$ cat src/cecr_pkg.sv
// ----------------------------------------------------------------------------
// cecr_pkg: shared types and constants of the CEC register block
// Register map offsets, control word bit positions, request codes and the
// address decode record passed from the decoder to the core.
// ----------------------------------------------------------------------------
`default_nettype none

package cecr_pkg;

    localparam int unsigned ADDR_W = 6;
    localparam int unsigned WORD_W = 32;
    localparam int unsigned CNT_W  = 21;
    localparam int unsigned CFG_W  = 16;
    localparam int unsigned CFG_IDX_W = 3;

    // Request codes
    localparam logic [2:0] REQ_READ  = 3'd0;
    localparam logic [2:0] REQ_WRITE = 3'd1;
    localparam logic [2:0] REQ_TICK  = 3'd2;
    localparam logic [2:0] REQ_PLUG  = 3'd3;
    localparam logic [2:0] REQ_RX    = 3'd4;

    // Configuration register indexes
    localparam logic [CFG_IDX_W-1:0] CFG_PEER_ACK   = 3'd0;
    localparam logic [CFG_IDX_W-1:0] CFG_FORCE_NACK = 3'd1;
    localparam logic [CFG_IDX_W-1:0] CFG_START      = 3'd2;
    localparam logic [CFG_IDX_W-1:0] CFG_BYTE       = 3'd3;
    localparam logic [CFG_IDX_W-1:0] CFG_CONN_RST   = 3'd4;

    // Register map
    localparam logic [ADDR_W-1:0] CTL1_OFF = 6'h10;
    localparam logic [ADDR_W-1:0] CTL2_OFF = 6'h14;
    localparam logic [ADDR_W-1:0] CTL5_OFF = 6'h20;
    localparam logic [ADDR_W-1:0] TXD_OFF  = 6'h28;
    localparam logic [ADDR_W-1:0] RXD_OFF  = 6'h38;

    localparam logic [2:0] CTL5_IDX = 3'd4;

    // Control word bits
    localparam logic [WORD_W-1:0] TX_EOM   = 32'h8000_0000;
    localparam logic [WORD_W-1:0] TX_GOOD  = 32'h4000_0000;
    localparam logic [WORD_W-1:0] RX_EOM   = 32'h2000_0000;
    localparam logic [WORD_W-1:0] RX_GOOD  = 32'h1000_0000;
    localparam logic [WORD_W-1:0] RX_WCNT  = 32'h0f00_0000;
    localparam logic [WORD_W-1:0] TX_SWRST = 32'h0800_0000;
    localparam logic [WORD_W-1:0] RX_SWRST = 32'h0400_0000;
    localparam logic [WORD_W-1:0] RX_INT   = 32'h0080_0000;
    localparam logic [WORD_W-1:0] CLR_RX   = 32'h0020_0000;
    localparam logic [WORD_W-1:0] START_TX = 32'h0010_0000;

    localparam logic [WORD_W-1:0] RX_STATUS   = RX_EOM | RX_GOOD | RX_WCNT;
    localparam logic [WORD_W-1:0] STATUS_BITS = TX_EOM | TX_GOOD | RX_STATUS;

    localparam logic [3:0] DEST_BCAST = 4'hf;

    typedef struct packed {
        logic       rd_hit;
        logic       rd_ctl;
        logic       rd_tx;
        logic       wr_hit;
        logic       wr_ctl1;
        logic       wr_ctl;
        logic       wr_tx;
        logic [2:0] ctl_idx;
        logic [1:0] tx_idx;
        logic       rx_idx;
    } cecr_dec_t;

endpackage

`default_nettype wire

$ cat src/cec_controller_registers_core.sv
// ----------------------------------------------------------------------------
// cec_controller_registers_core: CEC controller register block
// Control, transmit and receive data words, hot-plug tracking and the
// transmission countdown, driven by one request per transfer.
// ----------------------------------------------------------------------------
// Each accepted request (read, write, tick, hot-plug change, received
// message) updates the register state in the cycle it is accepted and its
// result appears on the m_ channel in the cycle after, from an output register.
// Throughput is one request per clock: s_ready stays high while the output
// register is empty or being taken in the same cycle, so a consumer that
// holds m_ready high sees one result per cycle. The transmission length
// (start_ticks plus (length+1) times byte_ticks) is computed by a small 5x16
// multiply at the moment the start bit rises, and ticks then count it down.
// The configuration port is a plain write port; connected_at_reset is
// accepted but nothing samples it, and reset always restores the hot-plug
// level to connected, whatever was written.
// ----------------------------------------------------------------------------
`default_nettype none

module cec_controller_registers_core
    import cecr_pkg::*;
(
    input  wire logic                 aclk,
    input  wire logic                 aresetn,

    input  wire logic                 cfg_wr_en,
    input  wire logic [CFG_IDX_W-1:0] cfg_index,
    input  wire logic [CFG_W-1:0]     cfg_wdata,

    input  wire logic                 s_valid,
    output logic                      s_ready,
    input  wire logic [2:0]           s_req_type,
    input  wire logic [ADDR_W-1:0]    s_address,
    input  wire logic [WORD_W-1:0]    s_write_data,
    input  wire logic                 s_plug_level,
    input  wire logic [7:0]           s_rx_length,
    input  wire logic [63:0]          s_rx_bytes_low,
    input  wire logic [63:0]          s_rx_bytes_high,

    output logic                      m_valid,
    input  wire logic                 m_ready,
    output logic [WORD_W-1:0]         m_read_data,
    output logic                      m_bad_offset,
    output logic                      m_plug_now,
    output logic                      m_plug_pulse,
    output logic                      m_unplug_pulse,
    output logic                      m_tx_done_pulse,
    output logic                      m_rx_pulse
);

    // configuration
    logic [CFG_W-1:0] peer_ack_reg;
    logic             force_nack_reg;
    logic [CFG_W-1:0] start_ticks_reg;
    logic [CFG_W-1:0] byte_ticks_reg;

    // block state
    logic              plugged_reg,  plugged_next;
    logic [WORD_W-1:0] ctl_reg  [5];
    logic [WORD_W-1:0] ctl_next [5];
    logic [WORD_W-1:0] tx_reg   [4];
    logic [WORD_W-1:0] tx_next  [4];
    logic [WORD_W-1:0] rx_reg   [4];
    logic [WORD_W-1:0] rx_next  [4];
    logic              busy_reg,     busy_next;
    logic [CNT_W-1:0]  count_reg,    count_next;

    // output register
    logic              m_valid_reg,  m_valid_next;
    logic [WORD_W-1:0] rdata_reg;
    logic              bad_reg;
    logic              plug_now_reg;
    logic              pp_reg;
    logic              up_reg;
    logic              txd_reg;
    logic              rxp_reg;

    // result of the current request
    logic [WORD_W-1:0] rdata;
    logic              bad;
    logic              pp;
    logic              up;
    logic              txd;
    logic              rxp;

    logic              accept;
    cecr_dec_t         dec;

    // transmission duration and end-of-transmission checks
    logic [4:0]        tx_len;
    logic [CNT_W-1:0]  tx_bytes_ticks;
    logic [CNT_W-1:0]  tx_duration;
    logic [3:0]        dest;
    logic              ack;
    logic              rx_ok;
    logic [3:0]        rx_wcnt;

    cecr_decode u_decode (
        .address (s_address),
        .dec     (dec)
    );

    assign s_ready = !m_valid_reg || m_ready;
    assign accept  = s_valid && s_ready;

    // length field comes from the word just written (not a status bit)
    assign tx_len         = {1'b0, s_write_data[19:16]} + 5'd1;
    assign tx_bytes_ticks = CNT_W'(tx_len) * CNT_W'(byte_ticks_reg);
    assign tx_duration    = CNT_W'(start_ticks_reg) + tx_bytes_ticks;

    assign dest = tx_reg[0][3:0];
    assign ack  = (dest == DEST_BCAST) || peer_ack_reg[dest];

    assign rx_ok = (s_rx_length != 8'd0) && (s_rx_length <= 8'd16) && plugged_reg
                   && ((ctl_reg[CTL5_IDX] & RX_SWRST) == '0);
    assign rx_wcnt = 4'(s_rx_length - 8'd1);

    // next state
    always_comb begin
        plugged_next = plugged_reg;
        ctl_next     = ctl_reg;
        tx_next      = tx_reg;
        rx_next      = rx_reg;
        busy_next    = busy_reg;
        count_next   = count_reg;
        rdata        = '0;
        bad          = 1'b0;
        pp           = 1'b0;
        up           = 1'b0;
        txd          = 1'b0;
        rxp          = 1'b0;

        if (accept) begin
            unique case (s_req_type)
                REQ_READ: begin
                    bad = !dec.rd_hit;
                    priority if (dec.rd_ctl) begin
                        rdata = ctl_reg[dec.ctl_idx];
                    end else if (dec.rd_tx) begin
                        rdata = tx_reg[dec.tx_idx];
                    end else if (dec.rd_hit) begin
                        rdata = rx_reg[{1'b0, dec.rx_idx}];
                    end else begin
                        // hole in the map: read data stays zero
                    end
                end
                REQ_WRITE: begin
                    bad = !dec.wr_hit;
                    priority if (dec.wr_ctl1) begin
                        // status bits are write-protected
                        ctl_next[0] = (ctl_reg[0] & STATUS_BITS)
                                    | (s_write_data & ~STATUS_BITS);
                        if ((s_write_data & CLR_RX) != '0) begin
                            ctl_next[0]        = ctl_next[0] & ~RX_STATUS;
                            ctl_next[CTL5_IDX] = ctl_next[CTL5_IDX] & ~RX_INT;
                        end
                        if (((s_write_data & START_TX) != '0)
                            && ((ctl_reg[0] & START_TX) == '0)) begin
                            ctl_next[0]        = ctl_next[0] & ~(TX_EOM | TX_GOOD);
                            ctl_next[CTL5_IDX] = ctl_next[CTL5_IDX] & ~RX_INT;
                            busy_next          = 1'b1;
                            count_next         = tx_duration;
                        end
                    end else if (dec.wr_ctl) begin
                        ctl_next[dec.ctl_idx] = s_write_data;
                        // software reset of either side cancels transmission
                        if ((dec.ctl_idx == CTL5_IDX)
                            && ((s_write_data & (TX_SWRST | RX_SWRST)) != '0)) begin
                            busy_next   = 1'b0;
                            count_next  = '0;
                            ctl_next[0] = ctl_reg[0] & ~STATUS_BITS;
                        end
                    end else if (dec.wr_tx) begin
                        tx_next[dec.tx_idx] = s_write_data;
                    end else begin
                        // receive words are read-only; writes are dropped
                    end
                end
                REQ_TICK: begin
                    if (busy_reg) begin
                        if ((count_reg == CNT_W'(0)) || (count_reg == CNT_W'(1))) begin
                            busy_next   = 1'b0;
                            count_next  = '0;
                            txd         = 1'b1;
                            ctl_next[0] = ctl_reg[0] | TX_EOM;
                            if (plugged_reg && ack && !force_nack_reg) begin
                                ctl_next[0] = ctl_next[0] | TX_GOOD;
                            end else begin
                                ctl_next[0] = ctl_next[0] & ~TX_GOOD;
                            end
                            ctl_next[CTL5_IDX] = ctl_reg[CTL5_IDX] & ~RX_INT;
                        end else begin
                            count_next = count_reg - CNT_W'(1);
                        end
                    end
                end
                REQ_PLUG: begin
                    if (s_plug_level != plugged_reg) begin
                        plugged_next = s_plug_level;
                        pp           = s_plug_level;
                        up           = !s_plug_level;
                    end
                end
                REQ_RX: begin
                    if (rx_ok) begin
                        rxp        = 1'b1;
                        rx_next[0] = s_rx_bytes_low[31:0];
                        rx_next[1] = (s_rx_length > 8'd4)  ? s_rx_bytes_low[63:32]  : '0;
                        rx_next[2] = (s_rx_length > 8'd8)  ? s_rx_bytes_high[31:0]  : '0;
                        rx_next[3] = (s_rx_length > 8'd12) ? s_rx_bytes_high[63:32] : '0;
                        ctl_next[0] = (ctl_reg[0] & ~RX_STATUS) | RX_EOM | RX_GOOD
                                    | {4'd0, rx_wcnt, 24'd0};
                        ctl_next[CTL5_IDX] = ctl_reg[CTL5_IDX] | RX_INT;
                    end
                end
                default: begin
                    // unused request codes change nothing
                end
            endcase
        end

        m_valid_next = s_ready ? accept : m_valid_reg;
    end

    // configuration writes
    always_ff @(posedge aclk) begin
        if (!aresetn) begin
            peer_ack_reg    <= 16'd1;
            force_nack_reg  <= 1'b0;
            start_ticks_reg <= 16'd5;
            byte_ticks_reg  <= 16'd24;
        end else if (cfg_wr_en) begin
            unique case (cfg_index)
                CFG_PEER_ACK:   peer_ack_reg    <= cfg_wdata;
                CFG_FORCE_NACK: force_nack_reg  <= cfg_wdata[0];
                CFG_START:      start_ticks_reg <= cfg_wdata;
                CFG_BYTE:       byte_ticks_reg  <= cfg_wdata;
                CFG_CONN_RST: begin
                    // nothing samples it; reset always restores connected
                end
                default: begin
                end
            endcase
        end
    end

    // block state
    always_ff @(posedge aclk) begin
        if (!aresetn) begin
            plugged_reg <= 1'b1;
            ctl_reg     <= '{default: '0};
            tx_reg      <= '{default: '0};
            rx_reg      <= '{default: '0};
            busy_reg    <= 1'b0;
            count_reg   <= '0;
            m_valid_reg <= 1'b0;
        end else begin
            plugged_reg <= plugged_next;
            ctl_reg     <= ctl_next;
            tx_reg      <= tx_next;
            rx_reg      <= rx_next;
            busy_reg    <= busy_next;
            count_reg   <= count_next;
            m_valid_reg <= m_valid_next;
        end
    end

    // result payload
    always_ff @(posedge aclk) begin
        if (accept) begin
            rdata_reg    <= rdata;
            bad_reg      <= bad;
            plug_now_reg <= plugged_next;
            pp_reg       <= pp;
            up_reg       <= up;
            txd_reg      <= txd;
            rxp_reg      <= rxp;
        end
    end

    assign m_valid         = m_valid_reg;
    assign m_read_data     = rdata_reg;
    assign m_bad_offset    = bad_reg;
    assign m_plug_now      = plug_now_reg;
    assign m_plug_pulse    = pp_reg;
    assign m_unplug_pulse  = up_reg;
    assign m_tx_done_pulse = txd_reg;
    assign m_rx_pulse      = rxp_reg;

endmodule

`default_nettype wire

$ cat src/cecr_decode.sv
// ----------------------------------------------------------------------------
// cecr_decode: register map decoder
// Turns a byte offset into read and write hit flags and word indexes.
// ----------------------------------------------------------------------------
`default_nettype none

module cecr_decode
    import cecr_pkg::*;
(
    input  wire logic [ADDR_W-1:0] address,
    output cecr_dec_t              dec
);

    logic [ADDR_W-1:0] ctl_off;
    logic [ADDR_W-1:0] tx_off;
    logic              in_ctl;
    logic              in_tx;
    logic              in_rx;
    logic              wr_ctl1;
    logic              wr_ctl;

    assign ctl_off = address - CTL1_OFF;
    assign tx_off  = address - TXD_OFF;

    assign in_ctl  = (address >= CTL1_OFF) && (address <= CTL5_OFF);
    assign in_tx   = (address >= TXD_OFF) && (address < RXD_OFF);
    assign in_rx   = (address >= RXD_OFF);
    // Unaligned writes into control word 1 hit nothing
    assign wr_ctl1 = (address == CTL1_OFF);
    assign wr_ctl  = (address >= CTL2_OFF) && (address <= CTL5_OFF);

    always_comb begin
        dec.rd_hit  = in_ctl | in_tx | in_rx;
        dec.rd_ctl  = in_ctl;
        dec.rd_tx   = in_tx;
        dec.wr_hit  = wr_ctl1 | wr_ctl | in_tx | in_rx;
        dec.wr_ctl1 = wr_ctl1;
        dec.wr_ctl  = wr_ctl;
        dec.wr_tx   = in_tx;
        dec.ctl_idx = ctl_off[4:2];
        dec.tx_idx  = tx_off[3:2];
        dec.rx_idx  = address[2];
    end

endmodule

`default_nettype wire

$ cat config.mk
export PLATFORM = sky130hd
export DESIGN_NAME = cec_controller_registers_core
export DESIGN_NICKNAME = d
export VERILOG_FILES = /design/src/cecr_pkg.sv /design/src/cec_controller_registers_core.sv /design/src/cecr_decode.sv
export SDC_FILE = /design/constraint.sdc
export NUM_CORES = 1
export LEC_CHECK = 0
export BUFFER_PORTS_ARGS = -buffer_cell sky130_fd_sc_hd__buf_4
export CAP_MARGIN = 20
export CORE_ASPECT_RATIO = 0.75
export CORE_MARGIN = 2
export CORE_UTILIZATION = 54
export DETAILED_ROUTE_END_ITERATION = 7
export PLACE_DENSITY = 0.77
export SLEW_MARGIN = 20
export SYNTH_ARGS = -nofsm -noshare
export SYNTH_HDL_FRONTEND = slang
export SYNTH_SLANG_ARGS = --single-unit
export TNS_END_PERCENT = 50
$ cat constraint.sdc
create_clock -name aclk -period 4.3 [get_ports aclk]
set_clock_uncertainty 0.1 [all_clocks]
set_input_delay 0.215 -clock aclk [delete_from_list [all_inputs] [get_ports aclk]]
set_output_delay 0.215 -clock aclk [all_outputs]
set_load 0.03 [all_outputs]
==> results.yml <==
status:
  outcome: "complete, no violations"
power:
  powerDensity_mw_per_mm2: 340.2
  seq_power_share_pct: 47.5
  vdd_ir_drop_max_uv: 328.8
  intPower_mw: 6.941
  switchingPower_mw: 2.335
  clkPwrFrac_pct: 41.7
  swShare_pct: 25.18
  power.share.combinational_pct: 10.8
  p_leak_nw: 9.941
floorplan:
  fp.dieH_um: 182.2
  start_util_pct: 54.56
  die_x_um: 241.5
  io_pins: 242
  coreArea_mm2: 0.04188
  die-area_mm2: 0.04400
  rows: 65
cells_and_area:
  area_delta_synth_final_pct: 19.34
  largest_reg_flops: 160
  drive_above_1_share_pct: 14.04
  final_common_cell: "nand2_1"
  layout_common_cells: "nand2_1, dfxtp_1, a21oi_1"
  fin_nets: 3252
worst_setup_path:
  regToRegSetupSlack_ns: 0.26
  required_ns: 4.69
  cp-end-kind: "register"
  critPathMaxFanout: 9
  timing.rr.end: "count_reg[20]"
  path_class: "input pin to register"
  r2r-start: "byte_ticks_reg[8]"
  r2r_cells: 11
  worstPathArrival_ns: 4.55
  critPathLaunchType: "input pin"
synthesis:
  synth-compound-area-share_pct: 15.07
  synthSimpleGateAreaFrac_pct: 21.97
  ys_types: 67
  synth_edf_count: 38
  ys_seq_elements: 462
  ys_dominant_reg_cell: "dfxtp_1"
  synthCells: 2769
  avgSynthCellArea_um2: 8.253
  synth_top_family_by_area: "simple AND/OR/NAND/NOR gates"
  syn_area_mm2: 0.02285
  synthAdderAreaFrac_pct: 6.888
  synth_fp_nets: 3062
  ys_seq_area_share_pct: 42.14
  async_flop_share_pct: 0
  synth_mux_area_share_pct: 8.207
  yosys_warnings: 0
  synth_xor_xnor_area_share_pct: 0.8049
clocking:
  cts_max_level: 2
  cts_buffers: 45
  path_clk_slew_ns: 0.06
  ctsRootBufferMaster: "clkbuf_16"
  cts.sinks: 462
  clockBufferDepth: 3
  cts_tree: "done"
  clk_latency_ns: 0.57
route:
  dr_total_vias: 21370
  post_drt_via_cell_ratio: 5.996
  wl_per_cell_um: 20.43
  totalWireLength_um: 72810
  drc_errors: 0
  ant_nets: 0
  drt_iter0_markers: 2433
  dr.pass1.iters: 6
grt:
  grt_use_met1_pct: 43.42
  gr-usage-met3_pct: 6.662
  track_usage_pct: 32.46
  grtUsageMet2_pct: 51.75
  grt_pass1_vias: 20930
  grt_antenna_before_repair: 4
  grt_max_degree: 184
  grt_pass1_wl_um: 114300
  grt.overflow.total: 0
  top_usage_layer: "met2"
timing:
  min_period_ns: 4.155
  rsz0062_at_grt: "yes"
  slew_headroom_pct: 23.42
  slew_violations: 0
  clock.fmax_ghz: 0.2407
  hold_viol: 0
  post-route-period-util_pct: 96.63
  setup_violations: 0
  fin_ws_ns: 0.1450
  tightest_slew_ns: 1.149
  fin_hold_ws_ns: 0.02622
placed_design:
  preCtsSetupSlack_ns: -0.1925
  io_buffer_count: 177
  hpwl_um: 45110
  place_congestion: 0.8781
run:
  max-cap-violations: 0
worst_hold_path:
  hold_path.class: "input pin to register"
  hold_end: "tx_reg[18]"
  hold_start: "s_write_data[18]"
  hold_depth: 4
through the flow:
stage	utilization [%]	area (um2)	power, mW	setup TNS [ns]	cells
after floorplan	-	22870	5.025	0	2769
after global placement	58.71	24590	5.353	-0.3260	3359
after detailed placement	58.71	24590	5.376	-0.7156	3359
after CTS	64.95	27200	9.263	0	3558
after global routing	65.11	27270	9.549	-0.03758	3562
final	65.11	27270	9.276	0	3563
cells by family after synthesis:
kind of cell	Yosys count
buf+inv	279
xor+xnor	21
compound gates	641
simple gates	1172
fa+ha+maj	91
flops	462
mux	103
power groups by stage:
stage,sequential (mW),combinational (mW),clock (mW)
after floorplan,4.53,0.490,0
after global placement,4.50,0.850,0
after detailed placement,4.51,0.871,0
after CTS,4.41,0.966,3.89
after global routing,4.41,1.07,4.07
final,4.41,1.00,3.87
per-layer routing:
layer  vias up  part of all wire (%)
li1       9748                     -
met1     10190                    40
met2      1203                    45
met3       224                    11
met4         4                   4.2
met5         -                 0.036
cell type report:
type / instances / area, um2
Antenna cell: 3 / 7.507
Multi-Input combinational cell: 2028 / 12200
Fill cell: 3297 / 14610
Tap cell: 569 / 711.9
Timing Repair Buffer: 371 / 3110
Inverter: 51 / 198.9
Clock inverter: 12 / 113.9
Sequential cell: 462 / 9629
Clock buffer: 67 / 1300
worst max-delay path, stage by stage:
cell and delay [ns]:
dlygate4sd3_1 0.53, buf_4 0.15, xor2_2 0.13, buf_4 0.16
buf_4 0.18, nor2b_1 0.16, fa_1 0.45, fa_1 0.51
fa_1 0.43, ha_1 0.36, a21oi_1 0.23, nand2_1 0.08
a21oi_1 0.30, o21ai_0 0.18, xor2_1 0.23, nand2_1 0.09
a21oi_1 0.13
synth_stat cells (6+ instances only):
library cell / number / area share [%]
and3_1: 10 / 0.27
nor2b_1: 42 / 1.1
clkbuf_1: 172 / 2.8
o21ai_0: 118 / 2.6
buf_1: 14 / 0.23
nand2b_1: 8 / 0.22
dfxtp_1: 424 / 37
xor2_1: 14 / 0.54
nand2_1: 740 / 12
nand3_1: 118 / 2.6
o21ai_1: 24 / 0.53
o22ai_1: 8 / 0.22
a21oi_1: 412 / 9.0
edfxtp_1: 38 / 5.0
inv_1: 50 / 0.82
o21a_1: 6 / 0.20
nor2_1: 141 / 2.3
buf_2: 37 / 0.81
mux4_2: 67 / 6.6
fa_1: 58 / 5.1
nor3_1: 19 / 0.42
a211oi_1: 8 / 0.26
a31oi_1: 8 / 0.22
and2_1: 50 / 1.4
nand4_1: 10 / 0.27
ha_1: 33 / 1.8
a22oi_1: 33 / 1.1
mux2i_1: 34 / 1.5
or3_1: 8 / 0.22
xnor2_1: 7 / 0.27
repair_timing:
item	4_1_cts	5_1_grt
setup buffers	0	1
endpoints found under the hold margin	368	0
hold buffers	120	0
endpoints found under the setup margin	0	5
resized for setup	0	7
worst max-delay path by stage:
stage | startpoint | endpoint | slack, ns | cells past startpoint
floorplan | s_write_data[17] | count_reg[20] | 0.006 | 17
global placement | s_write_data[16] | count_reg[20] | -0.15 | 17
detailed placement | s_write_data[16] | count_reg[20] | -0.19 | 19
CTS | s_write_data[19] | count_reg[20] | 0.14 | 16
global route | s_write_data[19] | count_reg[11] | -0.04 | 17
finish | s_write_data[19] | count_reg[13] | 0.15 | 17
(Power assumes the default switching activity.)
